`config.mk`:
```
export PLATFORM = sky130hd
export DESIGN_NAME = lru_fully_assoc_tag_store_unit
export DESIGN_NICKNAME = d
export VERILOG_FILES = /design/src/rtl/lfat_pkg.sv /design/src/rtl/lfat_tag_mem.sv /design/src/rtl/lfat_order_mem.sv /design/src/rtl/lru_fully_assoc_tag_store_unit.sv
export SDC_FILE = /design/constraint.sdc
export NUM_CORES = 1
export LEC_CHECK = 0
export ABC_AREA = 1
export BUFFER_PORTS_ARGS = -buffer_cell sky130_fd_sc_hd__buf_2
export CORE_ASPECT_RATIO = 1.1
export CORE_MARGIN = 4
export CORE_UTILIZATION = 47
export DETAILED_ROUTE_END_ITERATION = 12
export PLACE_DENSITY_LB_ADDON = 0.15
export SLEW_MARGIN = 20
export SYNTH_ARGS = -nofsm -noshare
export SYNTH_HDL_FRONTEND = slang
export SYNTH_HIERARCHICAL = 1
export SYNTH_SLANG_ARGS = --single-unit
export TNS_END_PERCENT = 10
```
`constraint.sdc`:
```
create_clock -name clock -period 6.66 [get_ports clock]
set_clock_uncertainty 0.1 [all_clocks]
set_input_delay 0.333 -clock clock [delete_from_list [all_inputs] [get_ports clock]]
set_output_delay 0.333 -clock clock [all_outputs]
set_load 0.05 [all_outputs]
```
`src/rtl/lfat_pkg.sv`:
```
// Shared types and constants for the LRU fully associative tag store.
package lfat_pkg;

   localparam int NUM_LINES_DEF = 8;
   localparam int KEY_W         = 64;
   localparam int VALUE_W       = 32;
   localparam int SLOT_W        = 3;

   typedef enum logic {
      REQ_LOOKUP = 1'b0,
      REQ_STORE  = 1'b1
   } req_kind_type;

   typedef struct packed {
      req_kind_type        req_type;
      logic [KEY_W-1:0]    key;
      logic [VALUE_W-1:0]  store_value;
   } req_item_type;

   typedef struct packed {
      logic                hit;
      logic [VALUE_W-1:0]  read_value;
      logic [SLOT_W-1:0]   slot;
   } rsp_item_type;

   // one line of the tag/value memory
   typedef struct packed {
      logic [KEY_W-1:0]    key;
      logic [VALUE_W-1:0]  value;
   } line_data_type;

endpackage

```
`src/rtl/lfat_tag_mem.sv`:
```
// Tag/value memory with per-line valid bits and a registered read port.
module lfat_tag_mem #(
   parameter int NUM_LINES = 8
) (
   input  logic                        clock,
   input  logic                        reset,
   input  logic                        wr_en,
   input  logic [$clog2(NUM_LINES)-1:0] wr_addr,
   input  lfat_pkg::line_data_type     wr_data,
   input  logic                        rd_en,
   input  logic [$clog2(NUM_LINES)-1:0] rd_addr,
   output lfat_pkg::line_data_type     rd_data,
   output logic                        rd_valid
);
   import lfat_pkg::*;

   line_data_type              mem [NUM_LINES];
   logic [NUM_LINES-1:0]       valid_ff;
   line_data_type              rd_data_ff;
   logic                       rd_valid_ff;

   always_ff @(posedge clock) begin
      if (wr_en) begin
         mem[wr_addr] <= wr_data;
      end
      if (rd_en) begin
         rd_data_ff  <= mem[rd_addr];
         rd_valid_ff <= valid_ff[rd_addr];
      end
   end

   always_ff @(posedge clock) begin
      if (reset) begin
         valid_ff <= '0;
      end else if (wr_en) begin
         valid_ff[wr_addr] <= 1'b1;
      end
   end

   assign rd_data  = rd_data_ff;
   assign rd_valid = rd_valid_ff;

endmodule

```
`src/rtl/lfat_order_mem.sv`:
```
// Recency order memory: position -> line, unwritten positions read as their own index.
module lfat_order_mem #(
   parameter int NUM_LINES = 8
) (
   input  logic                         clock,
   input  logic                         reset,
   input  logic                         wr_en,
   input  logic [$clog2(NUM_LINES)-1:0] wr_addr,
   input  logic [$clog2(NUM_LINES)-1:0] wr_data,
   input  logic                         rd_en,
   input  logic [$clog2(NUM_LINES)-1:0] rd_addr,
   output logic [$clog2(NUM_LINES)-1:0] rd_data
);
   localparam int IDX_W = $clog2(NUM_LINES);

   logic [IDX_W-1:0]     mem [NUM_LINES];
   logic [NUM_LINES-1:0] written_ff;
   logic [IDX_W-1:0]     rd_q_ff;
   logic [IDX_W-1:0]     rd_addr_ff;

   always_ff @(posedge clock) begin
      if (wr_en) begin
         mem[wr_addr] <= wr_data;
      end
      if (rd_en) begin
         rd_q_ff    <= mem[rd_addr];
         rd_addr_ff <= rd_addr;
      end
   end

   // reset order is identity: a never-written position holds its own index
   always_ff @(posedge clock) begin
      if (reset) begin
         written_ff <= '0;
      end else if (wr_en) begin
         written_ff[wr_addr] <= 1'b1;
      end
   end

   assign rd_data = written_ff[rd_addr_ff] ? rd_q_ff : rd_addr_ff;

endmodule

```
`src/rtl/lru_fully_assoc_tag_store_unit.sv`:
```
// Single-set fully associative cache with move-to-front LRU replacement.
// Store: victim read, tag write, then order walk, from accept to result valid.
// Lookup: tag scan, one line per cycle through the tag memory read port,
// then on a hit a walk through the order memory that moves the line to the front.
// Throughput: one item at a time; next item accepted once the result is registered.
// Reset: valid bits cleared, order reads as identity; tags and values stay unwritten.
module lru_fully_assoc_tag_store_unit #(
   parameter int NUM_LINES = lfat_pkg::NUM_LINES_DEF
) (
   input  logic                  clock,
   input  logic                  reset,
   input  logic                  req_valid,
   output logic                  req_ready,
   input  lfat_pkg::req_item_type req_item,
   output logic                  rsp_valid,
   input  logic                  rsp_ready,
   output lfat_pkg::rsp_item_type rsp_item
);
   import lfat_pkg::*;

   localparam int IDX_W = $clog2(NUM_LINES);
   localparam int CNT_W = IDX_W + 1;
   localparam logic [IDX_W-1:0] LAST_POS = IDX_W'(NUM_LINES - 1);
   localparam logic [CNT_W-1:0] CNT_END  = CNT_W'(NUM_LINES);

   typedef enum logic [2:0] {
      ST_IDLE,
      ST_VICT_RD,   // read least recent position
      ST_VICT_WR,   // write tag/value into victim line
      ST_SCAN,      // tag compare, one line per cycle
      ST_WALK,      // move-to-front through the order memory
      ST_DONE
   } state_type;

   state_type             state_ff, state_in;
   req_item_type          req_ff, req_in;
   logic [CNT_W-1:0]      cnt_ff, cnt_in;       // next address to read
   logic                  pend_ff, pend_in;     // read issued last cycle
   logic [IDX_W-1:0]      pos_ff, pos_in;       // address of that read
   logic [IDX_W-1:0]      line_ff, line_in;     // line moving to front
   logic [IDX_W-1:0]      carry_ff, carry_in;   // entry shifted down one position
   logic                  hit_ff, hit_in;
   logic [VALUE_W-1:0]    value_ff, value_in;
   logic                  rsp_valid_ff, rsp_valid_in;
   rsp_item_type          rsp_ff, rsp_in;

   // memory ports
   logic                  tag_wr_en;
   logic [IDX_W-1:0]      tag_wr_addr;
   line_data_type         tag_wr_data;
   logic                  tag_rd_en;
   line_data_type         tag_rd_data;
   logic                  tag_rd_valid;
   logic                  ord_wr_en;
   logic [IDX_W-1:0]      ord_wr_addr;
   logic [IDX_W-1:0]      ord_wr_data;
   logic                  ord_rd_en;
   logic [IDX_W-1:0]      ord_rd_addr;
   logic [IDX_W-1:0]      ord_rd_data;

   logic                  issue;
   logic [SLOT_W+IDX_W-1:0] slot_ext;

   lfat_tag_mem #(.NUM_LINES(NUM_LINES)) u_tag_mem (
      .clock    (clock),
      .reset    (reset),
      .wr_en    (tag_wr_en),
      .wr_addr  (tag_wr_addr),
      .wr_data  (tag_wr_data),
      .rd_en    (tag_rd_en),
      .rd_addr  (cnt_ff[IDX_W-1:0]),
      .rd_data  (tag_rd_data),
      .rd_valid (tag_rd_valid)
   );

   lfat_order_mem #(.NUM_LINES(NUM_LINES)) u_order_mem (
      .clock   (clock),
      .reset   (reset),
      .wr_en   (ord_wr_en),
      .wr_addr (ord_wr_addr),
      .wr_data (ord_wr_data),
      .rd_en   (ord_rd_en),
      .rd_addr (ord_rd_addr),
      .rd_data (ord_rd_data)
   );

   // slot is the line index, zero-extended or cut to the field width
   assign slot_ext = {{SLOT_W{1'b0}}, line_ff};
   assign issue    = (cnt_ff != CNT_END);

   always_comb begin
      state_in     = state_ff;
      req_in       = req_ff;
      cnt_in       = cnt_ff;
      pend_in      = pend_ff;
      pos_in       = pos_ff;
      line_in      = line_ff;
      carry_in     = carry_ff;
      hit_in       = hit_ff;
      value_in     = value_ff;
      rsp_valid_in = rsp_valid_ff && !rsp_ready;
      rsp_in       = rsp_ff;

      tag_wr_en    = 1'b0;
      tag_wr_addr  = ord_rd_data;
      tag_wr_data  = '{key: req_ff.key, value: req_ff.store_value};
      tag_rd_en    = 1'b0;
      ord_wr_en    = 1'b0;
      ord_wr_addr  = pos_ff;
      ord_wr_data  = carry_ff;
      ord_rd_en    = 1'b0;
      ord_rd_addr  = cnt_ff[IDX_W-1:0];

      unique case (state_ff)
         ST_IDLE: begin
            if (req_valid) begin
               req_in  = req_item;
               cnt_in  = '0;
               pend_in = 1'b0;
               state_in = (req_item.req_type == REQ_STORE) ? ST_VICT_RD : ST_SCAN;
            end
         end
         ST_VICT_RD: begin
            ord_rd_en   = 1'b1;
            ord_rd_addr = LAST_POS;
            state_in    = ST_VICT_WR;
         end
         ST_VICT_WR: begin
            tag_wr_en = 1'b1;
            line_in   = ord_rd_data;
            carry_in  = ord_rd_data;
            hit_in    = 1'b1;
            value_in  = req_ff.store_value;
            cnt_in    = '0;
            pend_in   = 1'b0;
            state_in  = ST_WALK;
         end
         ST_SCAN: begin
            tag_rd_en = issue;
            pend_in   = issue;
            if (issue) begin
               cnt_in = cnt_ff + CNT_W'(1);
               pos_in = cnt_ff[IDX_W-1:0];
            end
            // first valid match in ascending line order wins
            if (pend_ff && tag_rd_valid && (tag_rd_data.key == req_ff.key)) begin
               hit_in   = 1'b1;
               line_in  = pos_ff;
               carry_in = pos_ff;
               value_in = tag_rd_data.value;
               cnt_in   = '0;
               pend_in  = 1'b0;
               state_in = ST_WALK;
            end else if (!pend_ff && !issue) begin
               hit_in   = 1'b0;
               line_in  = '0;
               value_in = '0;
               state_in = ST_DONE;
            end
         end
         ST_WALK: begin
            // each position takes the previous one's entry until the line itself is met
            ord_rd_en = issue;
            pend_in   = issue;
            if (issue) begin
               cnt_in = cnt_ff + CNT_W'(1);
               pos_in = cnt_ff[IDX_W-1:0];
            end
            if (pend_ff) begin
               ord_wr_en = 1'b1;
               carry_in  = ord_rd_data;
               if ((ord_rd_data == line_ff) || (pos_ff == LAST_POS)) begin
                  pend_in  = 1'b0;
                  state_in = ST_DONE;
               end
            end
         end
         ST_DONE: begin
            if (!rsp_valid_ff || rsp_ready) begin
               rsp_valid_in = 1'b1;
               rsp_in       = '{hit: hit_ff, read_value: value_ff,
                                slot: slot_ext[SLOT_W-1:0]};
               state_in     = ST_IDLE;
            end
         end
         default: begin
            state_in = ST_IDLE;
         end
      endcase
   end

   always_ff @(posedge clock) begin
      if (reset) begin
         state_ff     <= ST_IDLE;
         pend_ff      <= 1'b0;
         rsp_valid_ff <= 1'b0;
      end else begin
         state_ff     <= state_in;
         pend_ff      <= pend_in;
         rsp_valid_ff <= rsp_valid_in;
         req_ff       <= req_in;
         cnt_ff       <= cnt_in;
         pos_ff       <= pos_in;
         line_ff      <= line_in;
         carry_ff     <= carry_in;
         hit_ff       <= hit_in;
         value_ff     <= value_in;
         rsp_ff       <= rsp_in;
      end
   end

   assign req_ready = (state_ff == ST_IDLE);
   assign rsp_valid = rsp_valid_ff;
   assign rsp_item  = rsp_ff;

`ifndef ASSERT_OFF
   a_miss_zero: assert property (@(posedge clock) disable iff (reset)
      rsp_valid && !rsp_item.hit |-> (rsp_item.read_value == '0) && (rsp_item.slot == '0))
      else $error("miss result carries nonzero value or slot");

   a_walk_wr_follows_rd: assert property (@(posedge clock) disable iff (reset)
      ord_wr_en |-> $past(ord_rd_en) && (ord_wr_addr == $past(ord_rd_addr)))
      else $error("order write not at position read the cycle before");

   a_victim_to_walk: assert property (@(posedge clock) disable iff (reset)
      tag_wr_en |=> (state_ff == ST_WALK) && (carry_ff == $past(tag_wr_addr)))
      else $error("victim line not carried into order walk");

   a_one_item: assert property (@(posedge clock) disable iff (reset)
      req_valid && req_ready |=> !req_ready)
      else $error("second item accepted while one is in flight");
`endif

endmodule
```
After elaboration in Yosys (flattened, before gate mapping):

Memories as Yosys holds them, arrays and structs flattened. A register that Yosys moved wholly into a read port is not among the register bits.
Cells that the tools add are included.

* equal/unequal tests: 15
* mux-type cells: 50
* magnitude comparators: 6
* reduce and logical (&&, ||, !) cells: 25
* add/subtract/negate cells: 1
* bitwise operators: 3

Operators by type and width (number)
* 64-bit equality test: 1
* 32-bit two-way mux: 2
* 32-bit case mux with 2 select lines: 1
* 3-bit two-way mux: 12
* 1-bit two-way mux: 20
* 3-bit case mux with 6 select lines: 1
* 3-bit by 4-bit < comparator with 1-bit output, second input constant: 4
* 8-bit OR: 2
* 4-bit case mux with 4 select lines: 1
* 3-bit AND reduction: 5
* 4-bit two-way mux: 3
* 2-bit inequality test, second input constant: 5
* 3-bit equality test, second input constant: 3
* 3-bit case mux with 3 select lines: 1
* 1-bit binary-select mux with 3-bit select: 2
* 1-bit demux with 3-bit select: 2
* 3-bit by 2-bit equality test with 1-bit output, second input constant: 2
* 3-bit by 1-bit >= comparator with 1-bit output, second input constant: 2
* 1-bit logical AND: 6
* 3-bit case mux with 2 select lines: 1
* 5-bit AND reduction: 1
* 4-bit by 1-bit adder with 4-bit output, second input constant: 1
* 1-bit logical NOT: 4
* 4-bit inequality test, second input constant: 1
* 15 further kinds: 17

* memory bits (writable): 792
* logic and storage cells: 120
* bits of input ports: 101
* memories: 2
* bits in registers: 203
* output and inout port bits: 38

Memory list
* u_tag_mem.mem: depth 8, bits a word 96, rd ports 1, clocked after memory_dff 1, write ports 1, line lfat_tag_mem.sv:17 `line_data_type mem [NUM_LINES];`
* u_order_mem.mem: depth 8, bits a word 3, rd ports 1, clocked after memory_dff 1, write ports 1, line lfat_order_mem.sv:16 `logic [IDX_W-1:0] mem [NUM_LINES];`

Logic depth before layout (Yosys ltp):

Gate-level depths: netlist of the first run.

* word-level depth: 8
* gate-level depth with buffers: 15
* mapped depth without buffers: 15

By module:

The synthesis of the first run kept the hierarchy.

By module, submodules not included
* lfat_tag_mem: cells an instance 3486, times used 1, area an instance 36595.1 µm², seq. area each 26135.1 µm²
* lru_fully_assoc_tag_store_unit: cells an instance 670, times used 1, area an instance 7676.1 µm², seq. area each 5445.2 µm²
* lfat_order_mem: cells an instance 155, times used 1, area an instance 1581.5 µm², seq. area each 1061.0 µm²

Worst setup path before layout of the first run:

OpenSTA, ideal clock, no wires.

* path type: register to register
* start: register state_ff[1]
* end: register req_ff[0] in the netlist's numbering, enable pin
* data required time: 6.008 ns
* path buffers: 0
* period minus slack after synthesis: 6.128 ns
* setup slack: 0.532 ns
* setup time: 0.552 ns
* arrival time: 5.476 ns
* stages on the path, launching flop included: 6
* cells stage by stage: dfxtp_1 nor2_1 inv_1 nor2_1 inv_1 nor2_1

* longest elaborated chain between the ends: 2

Ends and longest elaborated chain
* start, declared: line lru_fully_assoc_tag_store_unit.sv:35 `state_type state_ff, state_in;`
* start signal, assigned: line lru_fully_assoc_tag_store_unit.sv:198 `state_ff <= state_in;`
* 3-bit logical NOT
* net req_ready: line lru_fully_assoc_tag_store_unit.sv:13 `output logic req_ready,`
* 3-bit AND reduction (no line)
* end signal, assigned: line lru_fully_assoc_tag_store_unit.sv:201 `req_ff <= req_in;`
* end, declared: line lru_fully_assoc_tag_store_unit.sv:36 `req_item_type req_ff, req_in;`

The timed path passes the listed nets, and every way through them passes these cells.
A chain may end at the register's enable or synchronous reset.

Final worst setup path of the first run:

* start: register u_order_mem.rd_addr_ff[0]
* end: memory u_tag_mem/mem[6][16] in the netlist's numbering, enable pin

* longest elaborated chain between the ends: 3

Ends and longest elaborated chain
* start, declared: line lfat_order_mem.sv:19 `logic [IDX_W-1:0] rd_addr_ff;`
* start signal, assigned: line lfat_order_mem.sv:27 `rd_addr_ff <= rd_addr;`
* 1-bit binary-select mux with 3-bit select: line lfat_order_mem.sv:40 `assign rd_data = written_ff[rd_addr_ff] ? rd_q_ff : rd_addr_ff;`
* 1-bit two-way mux (not written as such): line lfat_order_mem.sv:40
* 3-bit two-way mux: line lfat_order_mem.sv:40
* net ord_rd_data[1]: line lru_fully_assoc_tag_store_unit.sv:59 `logic [IDX_W-1:0] ord_rd_data;`
* end, declared: line lfat_tag_mem.sv:17

The timed path passes the listed nets, and every way through them passes these cells. The select of a mux whose other input is x is not followed.

==> insert_results.sql, run 1 <==
INSERT INTO impl_metrics (metric_group, metric, value, unit) VALUES
('synth', 'ys_async_sr_fraction', '0', '%'),
('timing', 'min_period_over_period', '50.95', '%'),
('timing', 'setup_viol_count_final', '0', ''),
('drt', 'post_route_wl', '101200', 'um'),
('clock_network', 'cts.reportedPaths.clkPinSlew', '60', 'ps'),
('floorplan', 'design.core.area', '96330', 'um2'),
('clock_network', 'cts_made_buffers', '113', ''),
('clock_network', 'cts_tree', 'done', ''),
('synth', 'synth.avg_cell_area', '10.64', 'um2'),
('grt', 'wire_length_of_the_first_global_routing_pass', '156000', 'um'),
('synth', 'synth_top_cells_by_area', 'sky130_fd_sc_hd__edfxtp_1 70%, sky130_fd_sc_hd__nand2_1 12%, sky130_fd_sc_hd__inv_1 7.6%, sky130_fd_sc_hd__nand3_1 4.4%, sky130_fd_sc_hd__buf_2 1.2%', ''),
('critical_path', 'cp_num_buf_inv', '4', ''),
('synth', 'synth_fp_nets', '4414', ''),
('grt', 'grt_max_degree', '171', ''),
('power', 'power_per_cell_area', '354.6', 'nW/um2'),
('floorplan', 'die_height', '335.6', 'um'),
('clock_network', 'clkLatencyLatePin', '670', 'ps'),
('power', 'ir_worst_vdd', '0.2491', 'mV'),
('timing', 'worst_slew_slack_as_a_fraction_of_its_limit', '28.75', '%'),
('critical_path', 'crit_type', 'reg2reg', ''),
('critical_path', 'setup.worst_path.start_class', 'flop', ''),
('layout', 'post_layout_nonfiller_instances', '5899', ''),
('floorplan', 'fp.dieArea', '102600', 'um2'),
('drt', 'post_drt_wl_per_cell', '17.15', 'um'),
('synth', 'yosys_most_used_dff', 'sky130_fd_sc_hd__edfxtp_1', ''),
('layout', 'final_cell_area', '52280', 'um2'),
('critical_path', 'critical_path.max_fanout', '58', ''),
('timing', 'finalCriticalPeriod', '3393', 'ps'),
('synth', 'syn-instance-count', '4311', ''),
('place', 'placedInstanceArea', '47680', 'um2'),
('synth', 'ys_seq_area_share', '71.19', '%'),
('drt', 'drcViolationCount', '0', ''),
('critical_path', 'timing.critical_path.mode_cell', 'sky130_fd_sc_hd__nand2_1', ''),
('grt', 'grt_pass1_vias', '27330', ''),
('power', 'total_power', '18.54', 'mW'),
('drt', 'detailroute.via_count', '28150', ''),
('timing', 'hold_violations', '0', ''),
('grt', 'antenna_found_initial', '1', ''),
('power', 'static-leakage-power', '22.91', 'nW'),
('critical_path', 'critical_path_data_arrival_time', '3590', 'ps'),
('timing', 'grt_setup_unrepaired', 'false', ''),
('timing', 'achievable-frequency', '0.2947', 'GHz'),
('clock_network', 'clockBufferDepth', '3', ''),
('synth', 'synth_seq_cells', '1094', ''),
('synth', 'synthesis.area', '45850', 'um2'),
('clock_network', 'total_setup_buffers_inserted_after_cts', '0', ''),
('floorplan', 'rows', '119', ''),
('drt', 'vias_per_cell', '4.771', ''),
('drt', 'drtIter0Drc', '1847', ''),
('critical_path', 'critPathMaxStageDelay', '720', 'ps'),
('place', 'port_buffers', '138', ''),
('timing', 'setup_tns', '0', 'ps'),
('clock_network', 'clockRootBuffer', 'sky130_fd_sc_hd__clkbuf_16', ''),
('synth', 'post-synth-top-area-cell', 'sky130_fd_sc_hd__edfxtp_1', ''),
('synth', 'synth_warnings', '6', ''),
('floorplan', 'io_pins', '139', ''),
('drt', 'drtAntennaViolNets', '0', ''),
('critical_path', 'cpLargestDelayFamily', 'buffers and inverters', ''),
('layout', 'layout.nets', '4636', ''),
('synth', 'unique_masters_post_synth', '35', ''),
('synth', 'most_repeated_cell_in_the_gate_level_netlist_after_synthesis', 'sky130_fd_sc_hd__nand2_1', ''),
('floorplan', 'floorplan.initialDensity', '47.60', '%'),
('synth', 'synth_largest_type_area_fraction', '70.27', '%'),
('timing', 'worst-slew-pin-transition', '1069', 'ps'),
('layout', 'layout_overhead_on_the_synthesized_area', '14.01', '%'),
('synth', 'yosys-top-cells-count', '1470 x sky130_fd_sc_hd__nand2_1, 1073 x sky130_fd_sc_hd__edfxtp_1, 927 x sky130_fd_sc_hd__inv_1, 402 x sky130_fd_sc_hd__nand3_1, 120 x sky130_fd_sc_hd__nor2_1', ''),
('clock_network', 'htree_num_levels', '3', ''),
('hold_path', 'worstHoldPathType', 'in2reg', ''),
('status', 'status', 'finished clean', ''),
('synth', 'synth_edf_count', '1073', ''),
('place', 'dpl.cell_count', '5588', '');
==> cell families (layout without fill, tap and decap cells) <==
family,after synthesis,after routing,share of synthesized area [%]
AO/OA/AOI/OAI,73,73,0.9606
buffers and inverters,1094,1412,9.390
flip-flops,1094,1094,71.19
XOR/XNOR,22,22,0.4202
AND/OR/NAND/NOR,2026,2026,17.99
adder cells (fa/ha/maj),2,2,0.05457
==> placed cells by master (no fill, tap or decap), types with 25 or more instances in the layout <==
| cell | count |
|---|---|
| sky130_fd_sc_hd__edfxtp_1 | 1073 |
| sky130_fd_sc_hd__buf_4 | 25 |
| sky130_fd_sc_hd__buf_2 | 138 |
| sky130_fd_sc_hd__nand3_1 | 402 |
| sky130_fd_sc_hd__nand2_1 | 1470 |
| sky130_fd_sc_hd__clkinv_2 | 30 |
| sky130_fd_sc_hd__clkinv_1 | 27 |
| sky130_fd_sc_hd__nor2_1 | 117 |
| sky130_fd_sc_hd__clkbuf_16 | 117 |
| sky130_fd_sc_hd__dlygate4sd3_1 | 100 |
| sky130_fd_sc_hd__inv_1 | 919 |
==> stage by stage <==
step                hold WS (ps)  util (%)  setup slack (ps)
finish                     272.5     54.27              3267
global route               248.6     54.27              3016
CTS                        217.9     54.27              3210
detailed placement         304.5     49.49              3224
global placement           302.1     49.49              3268
floorplan                  300.3         -             531.9
==> area by class of cell <==
| type | instances | area [um2] |
|---|---|---|
| fill | 8239 | 44060 |
| sequential | 1094 | 32640 |
| multi-input combinational | 2123 | 8934 |
| inverter | 934 | 3556 |
| clock buffer | 138 | 3017 |
| timing repair buffer | 267 | 1959 |
| tap | 1270 | 1589 |
| clock inverter | 73 | 580.6 |
==> flip-flops by register name, summed over array words and instances (netlist names) <==
| signal | cells |
|---|---|
| pend_ff | 1 |
| u_order_mem/mem | 24 |
| line_ff | 3 |
| rsp_valid | 1 |
| u_order_mem/rd_q_ff | 3 |
| hit_ff | 1 |
| carry_ff | 3 |
| req_ff | 96 |
| cnt_ff | 4 |
| rsp_item | 36 |
| u_tag_mem/mem | 768 |
| u_order_mem/rd_addr_ff | 3 |
| u_order_mem/written_ff | 8 |
| u_tag_mem/rd_data | 96 |
| u_tag_mem/rd_valid | 1 |
| state_ff | 3 |
| ord_wr_addr | 3 |
| value_ff | 32 |
| u_tag_mem/valid_ff | 8 |
==> report_power, final <==
part | switching [mW] | total, mW | internal, mW | leakage [nW]
clock | 2.56 | 6.11 | 3.55 | 1.78
sequential | 0.333 | 8.76 | 8.42 | 9.86
combinational | 2.65 | 3.67 | 1.03 | 11.3
total | 5.54 | 18.5 | 13.0 | 22.9
==> path summary, 6_finish.rpt <==
kind	start	endpoint	slack, ps	depth (start not counted)
max	u_order_mem/rd_addr_ff[0]$_DFFE_PP_	u_tag_mem/mem[6][16]$_DFFE_PP_	3270	12
min	req_item[64]	req_ff[64]$_DFFE_PP_	270	2
max reg2reg	u_order_mem/rd_addr_ff[0]$_DFFE_PP_	u_tag_mem/mem[6][16]$_DFFE_PP_	3270	12
min reg2reg	value_ff[7]$_DFFE_PP_	rsp_item[10]$_DFFE_PP_	320	0
==> repair_timing <==
item,CTS,global route
hold endpoints to repair,110,0
hold buffers,100,0
gates resized for setup,0,0
==> metal layers <==
layer,wire length (um),global-route usage [%],share of wire (%),vias to the layer above
met5,0,0,0,-
met3,4395,2.599,4.3,118
met4,1725,4.569,1.7,0
met1,44750,25.79,44,13460
li1,-,-,-,14030
met2,50320,34.42,50,540
(Power assumes the default switching activity.)
==> inputs of run 2 (changes only) <==
- ABC_AREA: 1 -> 0
- clock period: 6.66 -> 3.2 ns (I/O delays scaled with it)
==> run 2 against run 1 <==
Against the previous run: wire length is 15% lower; worst setup slack worse by 3100 ps; hold slack worse by 200 ps; sequential share of layout area is 4.6 points higher; synthesized area is 10% lower; first-iteration DRC count is 28% lower; maximum frequency is 10% higher; critical path depth is 5 lower; critical endpoint is now u_tag_mem/mem[2][93]$_DFFE_PP_; largest cell class unchanged.
==> insert_results.sql, run 2 <==
INSERT INTO impl_metrics (metric_group, metric, value, unit) VALUES
('status', 'status', 'finished clean', ''),
('synth', 'post-synth-top-area-cell', 'sky130_fd_sc_hd__edfxtp_1', ''),
('synth', 'largest_family_of_logic_cells_by_synthesized_area', 'multiplexers', ''),
('timing', 'setup_viol_count_final', '0', ''),
('critical_path', 'critical_path_data_arrival_time', '3320', 'ps'),
('synth', 'synth_fp_nets', '1944', ''),
('power', 'power_frac_comb', '12.5', '%'),
('floorplan', 'design.core.area', '86530', 'um2'),
('synth', 'yosys_most_used_dff', 'sky130_fd_sc_hd__edfxtp_1', ''),
('critical_path', 'crit_type', 'reg2reg', ''),
('clock_network', 'clkLatencyLatePin', '670', 'ps'),
('clock_network', 'cts_tree', 'done', ''),
('critical_path', 'crit_slowest_cell', 'sky130_fd_sc_hd__edfxtp_1', ''),
('synth', 'ys_seq_area_share', '79.33', '%'),
('clock_network', 'cts_made_buffers', '110', ''),
('clock_network', 'htree_num_levels', '3', ''),
('drt', 'post_drt_wl_per_cell', '24.81', 'um'),
('layout', 'registers.top_by_ff_count', 'u_tag_mem/mem', ''),
('drt', 'post_route_wl', '85610', 'um'),
('layout', 'layout_overhead_on_the_synthesized_area', '18.37', '%'),
('floorplan', 'die_height', '318.3', 'um'),
('synth', 'post_synth_and_or_nand_nor_area_fraction', '2.779', '%'),
('layout', 'layout.nets', '2311', ''),
('power', 'p_int', '26.27', 'mW'),
('layout', 'largest_register_ff_count', '768', ''),
('timing', 'finalCriticalPeriod', '3072', 'ps'),
('layout', 'layout-drive-gt1-share', '31.91', '%'),
('place', 'gp_congestion', '0.7725', ''),
('power', 'power_per_cell_area', '703.3', 'nW/um2'),
('critical_path', 'setup.worst_path.start_class', 'flop', ''),
('critical_path', 'timing.critical_path.cells', 'mux2i_2, mux4_2, mux2_4, buf_4, nand4bb_1, inv_4, buf_12', ''),
('drt', 'drtPass1Iterations', '5', ''),
('synth', 'synth_warnings', '6', ''),
('place', 'detailedPlacementHpwl', '48840', 'um'),
('grt', 'grt_pass1_vias', '20430', ''),
('place', 'port_buffers', '138', ''),
('floorplan', 'rows', '113', ''),
('synth', 'synth.avg_cell_area', '22.35', 'um2'),
('hold_path', 'worstHoldPathType', 'in2reg', ''),
('clock_network', 'clockRootBuffer', 'sky130_fd_sc_hd__clkbuf_16', ''),
('synth', 'yosys-top-cells-count', '1073 x sky130_fd_sc_hd__edfxtp_1, 201 x sky130_fd_sc_hd__mux4_2, 100 x sky130_fd_sc_hd__mux2_2, 57 x sky130_fd_sc_hd__nand2_1, 54 x sky130_fd_sc_hd__xor2_1', ''),
('synth', 'yosys.area_share.adder', '0.06082', '%'),
('grt', 'grt.total_usage', '18.75', '%'),
('timing', 'grt_setup_unrepaired', 'false', ''),
('critical_path', 'worst_reg_to_reg_setup_slack', '130', 'ps'),
('synth', 'synthesis.area', '41150', 'um2'),
('drt', 'drtAntennaViolNets', '0', ''),
('layout', 'most_common_cell_after_layout_fill_and_taps_aside', 'sky130_fd_sc_hd__edfxtp_1', ''),
('timing', 'worst-slew-pin-transition', '810.8', 'ps'),
('drt', 'detailroute.via_count', '19010', ''),
('power', 'p_switching', '7.979', 'mW'),
('synth', 'most_repeated_cell_in_the_gate_level_netlist_after_synthesis', 'sky130_fd_sc_hd__edfxtp_1', ''),
('floorplan', 'io_pins', '139', ''),
('timing', 'worst_slew_slack_as_a_fraction_of_its_limit', '45.94', '%'),
('grt', 'antenna_found_initial', '2', ''),
('timing', 'min_period_over_period', '96.01', '%'),
('clock_network', 'clock-sinks', '1094', ''),
('layout', 'post_layout_nonfiller_instances', '3450', ''),
('drt', 'drtIter0Drc', '1322', ''),
('grt', 'wire_length_of_the_first_global_routing_pass', '130800', 'um'),
('clock_network', 'clockBufferDepth', '3', ''),
('place', 'dpl.cell_count', '3145', ''),
('synth', 'synth_seq_cells', '1094', ''),
('floorplan', 'floorplan.initialDensity', '47.55', '%'),
('floorplan', 'die_width', '290.1', 'um'),
('synth', 'unique_masters_post_synth', '59', ''),
('synth', 'synth_top_cells_by_area', 'sky130_fd_sc_hd__edfxtp_1 78%, sky130_fd_sc_hd__mux4_2 11%, sky130_fd_sc_hd__mux2_2 2.7%, sky130_fd_sc_hd__xor2_1 1.1%, sky130_fd_sc_hd__dfxtp_1 1.0%', ''),
('layout', 'antenna_cells', '0', ''),
('power', 'clock_power_share', '36.6', '%'),
('critical_path', 'worstSetupEndpointType', 'flop', ''),
('power', 'static-leakage-power', '15.71', 'nW'),
('critical_path', 'cp.required', '3450', 'ps'),
('grt', 'grt_overflow', '0', ''),
('layout', 'final_util', '56.29', '%'),
('clock_network', 'cts.reportedPaths.clkPinSlew', '60', 'ps'),
('floorplan', 'fp.dieArea', '92350', 'um2'),
('power', 'switching_share', '23.30', '%'),
('layout', 'final_cell_mix', '1073 x sky130_fd_sc_hd__edfxtp_1, 201 x sky130_fd_sc_hd__mux4_2, 138 x sky130_fd_sc_hd__buf_2, 111 x sky130_fd_sc_hd__clkbuf_16', ''),
('timing', 'hold_violations', '0', ''),
('power', 'sequentialPowerShare', '51.0', '%'),
('drt', 'drcViolationCount', '0', ''),
('synth', 'synth_edf_count', '1073', ''),
('synth', 'syn-instance-count', '1841', ''),
('synth', 'synth-compound-area-share', '1.165', '%'),
('drt', 'vias_per_cell', '5.509', ''),
('timing', 'report.final.slew_viol_count', '0', ''),
('critical_path', 'critical_path.max_fanout', '23', ''),
('grt', 'grt_max_degree', '101', ''),
('critical_path', 'critPathMaxStageDelay', '530', 'ps'),
('synth', 'ys_async_sr_fraction', '0', '%'),
('synth', 'synth_largest_type_area_fraction', '78.31', '%'),
('power', 'ir_worst_vdd', '0.4254', 'mV'),
('synth', 'synthXorXnorAreaFrac', '1.320', '%'),
('timing', 'achievable-frequency', '0.3255', 'GHz'),
('flow_run', 'maxCapViolations', '0', ''),
('synth', 'synth.area.mux_share', '13.96', '%');
run 2: logic make-up (layout without fill, tap and decap cells):
kind of cell / count (synthesis) / count (layout)
flops: 1094 / 1094
mux: 308 / 308
simple gates: 205 / 205
buf+inv: 99 / 558
compound gates: 71 / 71
xor+xnor: 62 / 62
fa+ha+maj: 2 / 2
run 2: final cells by class:
class / count / area, um2
well taps: 1150 / 1439
clock buffers: 135 / 2868
flip-flops and latches: 1094 / 32640
multi-input cells: 648 / 8025
fillers: 6519 / 37820
repair buffers: 330 / 2965
clock inverters: 69 / 658.1
inverters: 24 / 108.9
run 2: path summary, 6_finish.rpt:
path	from	endpoint	cells past startpoint
worst min register to register	value_ff[22]$_DFFE_PP_	rsp_item[25]$_DFFE_PP_	0
worst max register to register	u_order_mem/rd_addr_ff[0]$_DFFE_PP_	u_tag_mem/mem[2][93]$_DFFE_PP_	7
worst min-delay path	req_valid	state_ff[1]$_SDFFE_PP0P_	6
worst max-delay path	u_order_mem/rd_addr_ff[0]$_DFFE_PP_	u_tag_mem/mem[2][93]$_DFFE_PP_	7
run 2: what timing repair did:
| action | CTS | global route |
|---|---|---|
| pin swaps | 0 | 1 |
| endpoints found under the setup margin | 109 | 128 |
| endpoints found under the hold margin | 116 | 0 |
| gates resized for setup | 4 | 5 |
| hold buffers | 100 | 0 |
| setup buffers | 1 | 0 |
run 2: power groups by stage:
stage / clock network (mW) / logic, mW / registers (mW)
after floorplan: 0 / 2.99 / 17.6
after global placement: 0 / 4.22 / 17.7
after detailed placement: 0 / 4.25 / 17.8
after CTS: 12.9 / 4.38 / 17.5
after global routing: 13.5 / 4.62 / 17.6
final: 12.5 / 4.27 / 17.5
run 2: routing by layer:
metal  global-route usage [%]  share of wire [%]
met1                    25.59                 42
met3                    3.459                5.2
met4                    4.153                1.6
met2                    31.86                 51
met5                        0              0.015
run 2: through the flow:
stage | total power [mW] | area (um2) | worst slack (ps) | setup TNS, ps | hold slack (ps)
6_report | 34.25 | 48710 | 127.8 | 0 | 77.38
5_1_grt | 35.70 | 48710 | 23.37 | 0 | 54.07
4_1_cts | 34.72 | 48680 | 8.201 | 0 | 31.75
3_5_place_dp | 22.02 | 44110 | -314.0 | -18160 | 238.1
3_3_place_gp | 21.94 | 44110 | -255.7 | -14000 | 237.4
2_1_floorplan | 20.61 | 41170 | -900.3 | -617610 | 132.4
run 2: worst max-delay path, delay by kind of cell, from the launching register on:
| kind | cells | cell delay [ps] |
|---|---|---|
| flops | 1 | 530 |
| simple gates | 1 | 260 |
| buf+inv | 3 | 790 |
| mux | 3 | 1070 |
==> inputs of run 3 (changes only) <==
- CORE_MARGIN: 4 -> not set
- RECOVER_POWER: not set -> 100
==> run 3 against run 2 <==
Against the previous run: critical endpoint is now u_tag_mem/mem[0][13]$_DFFE_PP_; worst setup slack better by 9.5 ps; clock power about the same; count of clock-buffer cells in the layout down 9; first-iteration DRC count down 0.61%; register-to-register slack about the same; critical path type unchanged; final cell count down 0.14%; the run now ends with max-capacitance violations, max-slew violations left.
==> insert_results.sql, run 3 (same netlist as run 2, synthesis figures left out) <==
INSERT INTO impl_metrics (metric_group, metric, value, unit) VALUES
('status', 'status', 'complete, but fails checks', ''),
('status', 'failing_checks', 'max-capacitance violations, max-slew violations', ''),
('clock_network', 'clockBufferDepth', '3', ''),
('timing', 'report.final.slew_viol_count', '101', ''),
('power', 'static-leakage-power', '15.38', 'nW'),
('layout', 'layout.nets', '2309', ''),
('critical_path', 'critical_path.max_fanout', '6', ''),
('grt', 'antenna_found_initial', '0', ''),
('clock_network', 'htree_num_levels', '3', ''),
('drt', 'drtPass1Iterations', '5', ''),
('grt', 'grt_max_degree', '101', ''),
('critical_path', 'cp.required', '3490', 'ps'),
('floorplan', 'die_height', '312.3', 'um'),
('layout', 'layout-drive-gt1-share', '27.63', '%'),
('timing', 'hold_violations', '0', ''),
('drt', 'vias_per_cell', '5.520', ''),
('grt', 'grt.total_usage', '19.98', '%'),
('hold_path', 'worstHoldPathType', 'in2reg', ''),
('floorplan', 'die_width', '284.1', 'um'),
('timing', 'grt_setup_unrepaired', 'false', ''),
('timing', 'achievable-frequency', '0.3265', 'GHz'),
('place', 'detailedPlacementHpwl', '47090', 'um'),
('layout', 'layout_overhead_on_the_synthesized_area', '17.14', '%'),
('grt', 'grt_overflow', '0', ''),
('clock_network', 'clockRootBuffer', 'sky130_fd_sc_hd__clkbuf_16', ''),
('place', 'dpl.cell_count', '3141', ''),
('grt', 'wire_length_of_the_first_global_routing_pass', '131300', 'um'),
('place', 'port_buffers', '138', ''),
('layout', 'post_layout_nonfiller_instances', '3445', ''),
('drt', 'detailroute.via_count', '19020', ''),
('floorplan', 'fp.dieArea', '88730', 'um2'),
('floorplan', 'design.core.area', '86530', 'um2'),
('power', 'power_per_cell_area', '712.5', 'nW/um2'),
('drt', 'drtIter0Drc', '1314', ''),
('timing', 'worst_slew_slack_as_a_fraction_of_its_limit', '-38.32', '%'),
('floorplan', 'floorplan.initialDensity', '47.55', '%'),
('floorplan', 'rows', '113', ''),
('clock_network', 'cts_tree', 'done', ''),
('power', 'ir_worst_vdd', '0.5206', 'mV'),
('place', 'gp_congestion', '0.7804', ''),
('critical_path', 'setup.worst_path.start_class', 'flop', ''),
('timing', 'min_period_over_period', '95.71', '%'),
('grt', 'grt_pass1_vias', '20380', ''),
('floorplan', 'io_pins', '139', ''),
('timing', 'finalCriticalPeriod', '3063', 'ps'),
('critical_path', 'crit_type', 'reg2reg', ''),
('drt', 'drcViolationCount', '0', ''),
('critical_path', 'worstSetupEndpointType', 'flop', ''),
('timing', 'worst-slew-pin-transition', '2075', 'ps'),
('clock_network', 'clkLatencyLatePin', '680', 'ps'),
('layout', 'largest_register_ff_count', '768', ''),
('critical_path', 'critical_path_data_arrival_time', '3350', 'ps'),
('layout', 'registers.top_by_ff_count', 'u_tag_mem/mem', ''),
('clock_network', 'cts.reportedPaths.clkPinSlew', '60', 'ps'),
('power', 'total_power', '34.34', 'mW'),
('layout', 'fill_cells', '6627', ''),
('clock_network', 'cts_made_buffers', '110', ''),
('drt', 'post_route_wl', '86740', 'um'),
('layout', 'most_common_cell_after_layout_fill_and_taps_aside', 'sky130_fd_sc_hd__edfxtp_1', ''),
('flow_run', 'maxCapViolations', '1', ''),
('clock_network', 'clock-sinks', '1094', ''),
('drt', 'post_drt_wl_per_cell', '25.18', 'um'),
('layout', 'antenna_cells', '0', ''),
('timing', 'setup_viol_count_final', '0', ''),
('drt', 'drtAntennaViolNets', '0', ''),
('layout', 'final_cell_mix', '1073 x sky130_fd_sc_hd__edfxtp_1, 201 x sky130_fd_sc_hd__mux4_2, 112 x sky130_fd_sc_hd__clkbuf_16, 106 x sky130_fd_sc_hd__clkbuf_1, 100 x sky130_fd_sc_hd__dlygate4sd3_1', '');
==> run 3: worst max-delay path: stages (launching register included) <==
cell and delay (ps):
sky130_fd_sc_hd__edfxtp_1 520, sky130_fd_sc_hd__mux2i_2 210, sky130_fd_sc_hd__mux4_2 490, sky130_fd_sc_hd__mux2_1 350, sky130_fd_sc_hd__or4b_4 570, sky130_fd_sc_hd__clkinvlp_4 150, sky130_fd_sc_hd__bufbuf_16 290, sky130_fd_sc_hd__buf_12 120
==> run 3: stage by stage <==
stage / worst slack (ps) / hold slack [ps] / TNS, ps / area [um2] / util [%]
final: 137.3 / 86.35 / 0 / 48200 / 55.70
after global routing: 38.30 / 67.46 / 0 / 48200 / 55.70
after CTS: 156.1 / 46.05 / 0 / 48590 / 56.15
after detailed placement: 24.32 / 238.1 / 0 / 43950 / 50.79
after global placement: -0.4878 / 236.0 / -1.462 / 43950 / 50.79
after floorplan: -900.3 / 132.4 / -617610 / 41170 / -
==> run 3: layer usage <==
| metal | share of wire, % | up-vias | GRT usage (%) |
|---|---|---|---|
| li1 | - | 8315 | - |
| met5 | 0 | - | 0 |
| met3 | 3.4 | 99 | 2.533 |
| met1 | 43 | 10210 | 27.16 |
| met4 | 1.6 | 0 | 4.790 |
| met2 | 52 | 391 | 34.49 |
==> run 3: what timing repair did <==
action / in CTS / in global routing
hold buffers: 100 / 0
buffers inserted: 2 / 0
hold endpoints to repair: 116 / 0
resized for setup: 2 / 0
setup endpoints to repair: 7 / 0
==> run 3: power breakdown <==
part	total [mW]	switching [mW]	internal (mW)
Clock	12.7	5.39	7.30
Sequential	17.5	0.496	17.0
Combinational	4.20	2.22	1.97
==> run 3: layout make-up <==
class | instances | area, um2 | area share (%)
flip-flops and latches | 1094 | 32640 | 67.73
multi-input cells | 648 | 7928 | 16.45
clock buffers | 126 | 2855 | 5.924
repair buffers | 328 | 2502 | 5.192
well taps | 1150 | 1439 | 2.985
clock inverters | 75 | 728.2 | 1.511
inverters | 24 | 102.6 | 0.2129
==> run 3: final timing paths <==
check / from / end / slack [ps] / cells after the start
hold / removal: req_item[16] / req_ff[16]$_DFFE_PP_ / 90 / 2
setup reg to reg: u_order_mem/rd_addr_ff[0]$_DFFE_PP_ / u_tag_mem/mem[0][13]$_DFFE_PP_ / 140 / 7
setup / recovery: u_order_mem/rd_addr_ff[0]$_DFFE_PP_ / u_tag_mem/mem[0][13]$_DFFE_PP_ / 140 / 7
hold reg to reg: value_ff[20]$_DFFE_PP_ / rsp_item[23]$_DFFE_PP_ / 310 / 0
